### src/hdl/ppb_pkg.sv
// Package for positive_min_max_power_bounds: payload types, constants, helpers.
package ppb_pkg;

  localparam logic [63:0] EXP_MASK  = 64'h7ff0_0000_0000_0000;
  localparam logic [63:0] FRAC_MASK = 64'h000f_ffff_ffff_ffff;
  localparam logic [63:0] EXP_ONE   = 64'h0010_0000_0000_0000;
  localparam logic [63:0] DMAX_BITS = 64'h7fef_ffff_ffff_ffff;
  // INT_MAX (2147483647) as binary64
  localparam logic [63:0] IMAX_BITS = 64'h41df_ffff_ffc0_0000;
  localparam logic [10:0] EXP_BIAS  = 11'd1023;

  localparam logic KIND_DOUBLE = 1'b0;
  localparam logic KIND_INT    = 1'b1;

  typedef struct packed {
    logic [63:0] sample_bits;
    logic        last_item;
  } in_t;

  typedef struct packed {
    logic [63:0] lower_power;
    logic [63:0] upper_power;
    logic        all_valid;
  } out_t;

  // index of highest set bit of a 31-bit value (0 when zero)
  function automatic logic [4:0] top_bit31(input logic [30:0] v);
    logic [4:0] p;
    p = 5'd0;
    for (int i = 0; i < 31; i++) begin
      if (v[i]) p = 5'(i);
    end
    return p;
  endfunction

  // index of highest set bit of a 52-bit fraction (0 when zero)
  function automatic logic [5:0] top_bit52(input logic [51:0] v);
    logic [5:0] p;
    p = 6'd0;
    for (int i = 0; i < 52; i++) begin
      if (v[i]) p = 6'(i);
    end
    return p;
  endfunction

endpackage

### src/hdl/positive_min_max_power_bounds.sv
// Top level of positive_min_max_power_bounds: streaming min/max power-of-two bounds.
//
// Takes one vector element per transfer (binary64 or signed 32-bit integer, chosen by the
// one-bit cfg register, 0 = double, 1 = integer) and on the transfer flagged last_item
// emits one result: the largest power of two at or below the running minimum, the
// smallest power of two at or above the running maximum (binary64 patterns, subnormals
// included, infinity when the maximum overflows the top binade) and all_valid. Any zero,
// negative, infinite or NaN element clears all_valid and zeroes both bounds. One element
// is accepted every cycle unless a result waits on out_ready; the only loop is the
// min/max compare-and-update register. A result passes through the input register,
// integer-to-double conversion, min/max update, and bound computation into the output
// register. All stages stall together while a result waits on out_ready. Change the
// element kind only while no vector is in flight; the running state is restored to its
// reset values (minimum start depends on the kind in force) after each last element.
module positive_min_max_power_bounds
  import ppb_pkg::*;
(
  input  logic clk,
  input  logic rst_n,
  input  logic in_valid,
  output logic in_ready,
  input  in_t  in_data,
  output logic out_valid,
  input  logic out_ready,
  output out_t out_data,
  input  logic cfg_valid,
  output logic cfg_ready,
  input  logic cfg_data
);

  logic en;
  logic kind_r;

  // stage 1: input register
  logic        s1_valid_r;
  in_t         s1_data_r;
  logic        s1_kind_r;

  // stage 2: element as binary64, with validity
  logic        s2_valid_r, s2_valid_nxt;
  logic [63:0] s2_v_r, s2_v_nxt;
  logic        s2_ok_r, s2_ok_nxt;
  logic        s2_last_r;
  logic        s2_kind_r;

  // running state
  logic [63:0] min_r, min_nxt;
  logic [63:0] max_r, max_nxt;
  logic        bad_r, bad_nxt;

  // stage 3: final min/max of a finished vector
  logic        s3_valid_r;
  logic [63:0] s3_min_r, s3_max_r;
  logic        s3_bad_r;

  logic        out_valid_r;
  out_t        out_data_r, out_data_nxt;

  // whole pipeline advances unless a result is stuck at the output
  assign en        = !out_valid_r || out_ready;
  assign in_ready  = en;
  assign cfg_ready = 1'b1;
  assign out_valid = out_valid_r;
  assign out_data  = out_data_r;

  always_ff @(posedge clk) begin
    if (!rst_n) begin
      kind_r <= KIND_DOUBLE;
    end else if (cfg_valid) begin
      kind_r <= cfg_data;
    end
  end

  // element decode and exact int -> double conversion
  always_comb begin
    logic [31:0] w;
    logic [4:0]  p;
    logic [30:0] mant;
    logic [10:0] ex;
    w    = s1_data_r.sample_bits[31:0];
    p    = top_bit31(w[30:0]);
    mant = w[30:0] << (5'd30 - p);
    ex   = EXP_BIAS + {6'd0, p};
    s2_valid_nxt = s1_valid_r;
    if (s1_kind_r == KIND_INT) begin
      s2_ok_nxt = (w != 32'd0) && !w[31];
      s2_v_nxt  = {1'b0, ex, mant[29:0], 22'd0};
    end else begin
      s2_ok_nxt = !s1_data_r.sample_bits[63]
               && ((s1_data_r.sample_bits & EXP_MASK) != EXP_MASK)
               && (s1_data_r.sample_bits != 64'd0);
      s2_v_nxt  = s1_data_r.sample_bits;
    end
  end

  // running min/max; positive doubles order like their bit patterns
  always_comb begin
    logic [63:0] nmin, nmax;
    logic        nbad;
    nmin = min_r;
    nmax = max_r;
    nbad = bad_r;
    if (s2_ok_r) begin
      if (s2_v_r < min_r) nmin = s2_v_r;
      if (s2_v_r > max_r) nmax = s2_v_r;
    end else begin
      nbad = 1'b1;
    end
    min_nxt = nmin;
    max_nxt = nmax;
    bad_nxt = nbad;
  end

  // power-of-two bounds of the finished vector
  always_comb begin
    logic [63:0] emin, fmin, emax, fmax, lo, hi;
    logic [5:0]  pmin, pmax;
    emin = s3_min_r & EXP_MASK;
    fmin = s3_min_r & FRAC_MASK;
    emax = s3_max_r & EXP_MASK;
    fmax = s3_max_r & FRAC_MASK;
    pmin = top_bit52(fmin[51:0]);
    pmax = top_bit52(fmax[51:0]);
    if (emin != 64'd0)      lo = emin;
    else if (fmin == 64'd0) lo = 64'd0;
    else                    lo = 64'd1 << pmin;
    if (emax != 64'd0)                   hi = (fmax == 64'd0) ? emax : emax + EXP_ONE;
    else if (fmax == 64'd0)              hi = 64'd0;
    else if (fmax == (64'd1 << pmax))    hi = fmax;
    else                                 hi = 64'd1 << (pmax + 6'd1);
    if (s3_bad_r) begin
      out_data_nxt = '0;
    end else begin
      out_data_nxt.lower_power = lo;
      out_data_nxt.upper_power = hi;
      out_data_nxt.all_valid   = 1'b1;
    end
  end

  always_ff @(posedge clk) begin
    if (!rst_n) begin
      s1_valid_r  <= 1'b0;
      s2_valid_r  <= 1'b0;
      s3_valid_r  <= 1'b0;
      out_valid_r <= 1'b0;
      min_r       <= DMAX_BITS;
      max_r       <= 64'd0;
      bad_r       <= 1'b0;
    end else if (en) begin
      s1_valid_r  <= in_valid;
      s2_valid_r  <= s2_valid_nxt;
      s3_valid_r  <= s2_valid_r && s2_last_r;
      out_valid_r <= s3_valid_r;
      if (s2_valid_r) begin
        if (s2_last_r) begin
          // vector done: restore start values for the kind in force
          min_r <= (s2_kind_r == KIND_INT) ? IMAX_BITS : DMAX_BITS;
          max_r <= 64'd0;
          bad_r <= 1'b0;
        end else begin
          min_r <= min_nxt;
          max_r <= max_nxt;
          bad_r <= bad_nxt;
        end
      end
    end
  end

  // payload registers
  always_ff @(posedge clk) begin
    if (en) begin
      s1_data_r  <= in_data;
      s1_kind_r  <= kind_r;
      s2_v_r     <= s2_v_nxt;
      s2_ok_r    <= s2_ok_nxt;
      s2_last_r  <= s1_data_r.last_item;
      s2_kind_r  <= s1_kind_r;
      s3_min_r   <= min_nxt;
      s3_max_r   <= max_nxt;
      s3_bad_r   <= bad_nxt;
      out_data_r <= out_data_nxt;
    end
  end

`ifndef SYNTHESIS
  a_invalid_zero: assert property (@(posedge clk) disable iff (!rst_n)
    out_valid_r && !out_data_r.all_valid |->
      out_data_r.lower_power == 64'd0 && out_data_r.upper_power == 64'd0)
    else $error("invalid vector with nonzero bounds");

  a_bounds_order: assert property (@(posedge clk) disable iff (!rst_n)
    out_valid_r && out_data_r.all_valid |->
      out_data_r.lower_power <= out_data_r.upper_power)
    else $error("lower bound above upper bound");

  a_state_cleared: assert property (@(posedge clk) disable iff (!rst_n)
    en && s2_valid_r && s2_last_r |=>
      max_r == 64'd0 && !bad_r &&
      min_r == (($past(s2_kind_r) == KIND_INT) ? IMAX_BITS : DMAX_BITS))
    else $error("running state not restored after last element");

  a_result_follows_last: assert property (@(posedge clk) disable iff (!rst_n)
    en && s3_valid_r |=> out_valid_r)
    else $error("finished vector gave no result");
`endif

endmodule

### config.mk
export PLATFORM = sky130hd
export DESIGN_NAME = positive_min_max_power_bounds
export DESIGN_NICKNAME = d
export VERILOG_FILES = /design/src/hdl/ppb_pkg.sv /design/src/hdl/positive_min_max_power_bounds.sv
export SDC_FILE = /design/constraint.sdc
export NUM_CORES = 1
export LEC_CHECK = 0
export ABC_AREA = 0
export BUFFER_PORTS_ARGS = -buffer_cell sky130_fd_sc_hd__buf_2
export CORE_UTILIZATION = 38
export DETAILED_ROUTE_END_ITERATION = 12
export PLACE_DENSITY = 0.51
export SYNTH_ARGS = -nofsm -noshare
export SYNTH_HDL_FRONTEND = slang
export SYNTH_SLANG_ARGS = --single-unit
### constraint.sdc
create_clock -name clk -period 35.5 [get_ports clk]
set_clock_uncertainty 0.2 [all_clocks]
set_input_delay 3.55 -clock clk [delete_from_list [all_inputs] [get_ports clk]]
set_output_delay 3.55 -clock clk [all_outputs]
set_load 0.01 [all_outputs]
==> impl_results.md <==
- Fin Setup TNS: 0 ns
- Post-CTS Setup Repair Bufs: 0
- Clock Sinks: 523
- Buf/Inv on CP: 3
- Pin count of the biggest net entering global routing: 106
- Slew Limit Fails: 0
- Routed wire length on met2: 39150 um
- Placeable Area: 71610 um2
- Yosys top cell area share: 42.37%
- Nets@finish: 2932
- Met3 Wirelength: 3654 um
- Final worst path period share: 23.79%
- Post-CTS Hold Buffers: 0
- Clock Tree Buf Depth: 3
- Synth warn: 0
- First-pass GRT wire length: 125700 um
- Filler cells: 6829
- Area Overhead vs Synth: 13.89%
- Clock-pin slew on the worst setup and hold paths: 0.06 ns
- RD Place Congestion: 0.9286
- DP HPWL: 62150 um
- Fin crit period: 8.445 ns
- Post-synthesis cell type count: 83
- Cell count after synthesis: 2572
- Aggregate global routing overflow: 0
- Via count: 20.99k
- Post-synth EDFFs: 389
- Crit start category: input pin
- Finish-stage setup viols: 0
- Slowest-stage cell, CP: nor2b_1
- H-tree Lvls: 2
- Drt via density: 5.635
- Ys flop type: edfxtp_1
- Crit path max-delay family: buffers and inverters
- Worst-Skew Late Latency: 0.62 ns
- Worst VDD drop: 0.03894 mV
- Largest family of logic cells by synthesized area: compound AO/OA/AOI/OAI gates
- Most frequent cell on the critical path: buf_2
- Die span in x: 271.4 um
- Routed wire length per instance: 22.36 um
- Proportion of synthesized chip area in sequential cells: 52.09%
- Crit Path Class: input pin to primary output
- Post-route antenna net violation count: 0
- Initial antenna violation count: 0
- Initial Util: 38.50%
- Leak: 12.67 nW
- Diodes inserted: 0
- Slew margin rel.: 10.44%
- Synth Area in Compound Gates: 16.01%
- Die Span Y: 271.4 um
- Port Buffer Count: 201
- Synth area leaders: edfxtp_1, dfxtp_1, ha_1, mux2i_1, mux2_2
- PwrDens: 52.48 nW/um2
- Num rows: 98
- Post-synthesis mux area share: 6.271%
- Drt pass-1 iters: 6
- CTS root buffer: clkbuf_16
- Cell area after placement: 29510 um2
- Worst path max stage delay: 0.47 ns
- Worst Max-Slew Pin Slew: 1.343 ns
- Die ar.: 73640 um2
- Vias in the first global route: 20.67k
- Crit-path max FO: 63
- Final Instance Area: 31400 um2
- RSZ-0062 raised after global routing: false
- Mapped Area: 27570 um2
- WP data required: 31.75 ns
- Crit end category: primary output
- # resized after CTS: 0
- WP data arrival: 4.69 ns
- Syn Area/Cell: 10.72 um2
- TritonCTS buffer count: 57
- Met1 Routed Length: 36100 um
- Hold WC Path Type: flip-flop to flip-flop
- Adder-Cell Fraction of Synth Area: 6.081%
- Crit path cell chain: buf_2 -> nor2b_1 -> inv_8 -> buf_2
- CTS tree: yes
- Gr usage total: 22.10%
- R2r setup slk: 28.64 ns
- Hold Fails Final Rpt: 0
- Post-Route WL: 83280 um
- Synth area leader: edfxtp_1
- FF+latch count, synth: 523
- Detailed Route Iter0 Violations: 1746
- Post-synthesis xor/xnor area fraction: 0.5400%
- I/O pins: 203
- Top sig layer: met4
- Simple-gate share of the synthesized area: 14.43%
- Remaining DRCs: 0
- Ys async rst share: 0%
- FMAX: 0.1184 GHz
- Max-cap violation count: 0
- Share of cells above drive strength 1: 15.72%
- Syn Nets: 2777
- Status: completed
[cell families after synthesis]
family / count (synthesis)
compound gates: 626
xor+xnor: 17
fa+ha+maj: 134
buf+inv: 318
flops: 523
mux: 159
other cells: 2
simple gates: 793
[cell usage in the layout (no fill, tap or decap), drive strengths merged, types with 52 or more instances in the layout]
cell	count
edfxtp	389
a21o	63
inv	182
ha	134
a21oi	92
nor2b	52
nor2	185
a22o	68
mux2i	85
mux2	70
dfxtp	134
o21ai	141
clkbuf	80
nand2	186
nand3	85
buf	234
nand4	78
[final cells by class]
type	count	area [um2]	share of cell area, %
clock inverters	26	261.5	0.8327
inverters	180	683.2	2.175
multi-input cells	1731	12020	38.26
repair buffers	234	1254	3.992
clock buffers	80	1637	5.211
flip-flops and latches	523	14360	45.74
well taps	950	1189	3.785
[through the flow]
| step | setup slack (ns) | power [W] | hold slack, ns | std cells | utilization, % |
|---|---|---|---|---|---|
| 3_5_place_dp | 27.03 | 0.001061 | 0.2119 | 3618 | 41.20 |
| 2_1_floorplan | 20.51 | 0.0009438 | 0.2003 | 2572 | - |
| 4_1_cts | 27.03 | 0.001661 | 0.2263 | 3724 | 43.85 |
| 3_3_place_gp | 27.05 | 0.001059 | 0.2047 | 3618 | 41.20 |
| 6_report | 27.06 | 0.001648 | 0.2242 | 3724 | 43.85 |
| 5_1_grt | 26.97 | 0.001717 | 0.2451 | 3724 | 43.85 |
[path summary, 6_finish.rpt]
check	start	endpoint	depth (start not counted)
setup / recovery	out_ready	in_ready	4
hold / removal	s1_data_r[0]	s2_last_r	0
setup reg to reg	s3_max_r[19]	out_data[26]	21
hold reg to reg	s1_data_r[0]	s2_last_r	0
[state kept, by name (all words and copies together) (netlist names), 63 cells and up]
| signal | count |
|---|---|
| s3_min_r | 63 |
| max_r | 64 |
| min_r | 64 |
| out_data | 129 |
| s1_data_r | 65 |
| s3_max_r | 63 |
| s2_v_r | 64 |
[per-layer routing]
layer	GRT usage [%]	vias up
met5	0	-
met4	11.61	0
met3	2.592	180
met2	36.63	643
met1	28.33	10120
li1	-	10040
[report_power, final]
| part | internal [W] | switching, W | leakage [nW] |
|---|---|---|---|
| Combinational | 0.000101 | 0.000184 | 6.33 |
| Clock | 0.000351 | 0.000244 | 0.932 |
| Sequential | 0.000704 | 0.0000651 | 5.41 |
| Total | 0.00116 | 0.000492 | 12.7 |
[worst reg2reg max path: cells and delay by family (launching register included)]
kind | cells | cell delay [ns]
buffers and inverters | 4 | 1.01
AO/OA/AOI/OAI | 6 | 1.06
flip-flops | 1 | 0.61
adder cells (fa/ha/maj) | 1 | 0.38
multiplexers | 1 | 0.27
AND/OR/NAND/NOR | 9 | 3.17
[cell usage after synthesis, types with 8 or more instances]
library cell	count
edfxtp_1	389
a221o_1	33
o31a_1	8
or2_2	15
or4_1	13
o31ai_1	25
clkbuf_1	115
a21o_1	63
nand2_1	185
nand3_1	85
nand4_1	78
mux2_2	70
and3_1	11
xnor2_1	9
buf_2	9
o21bai_1	8
inv_1	178
nor4_1	45
mux2i_1	85
o21a_1	17
a31oi_1	13
nand2b_1	13
a311o_1	17
nor3_1	49
dfxtp_1	134
a21oi_1	92
o211ai_1	50
or3_1	27
a22o_1	68
o41ai_1	9
a211oi_1	13
ha_1	134
o21ai_0	136
xor2_1	8
nor2b_1	52
nor2_1	185
Note: power is estimated with default switching activity, not from simulation.
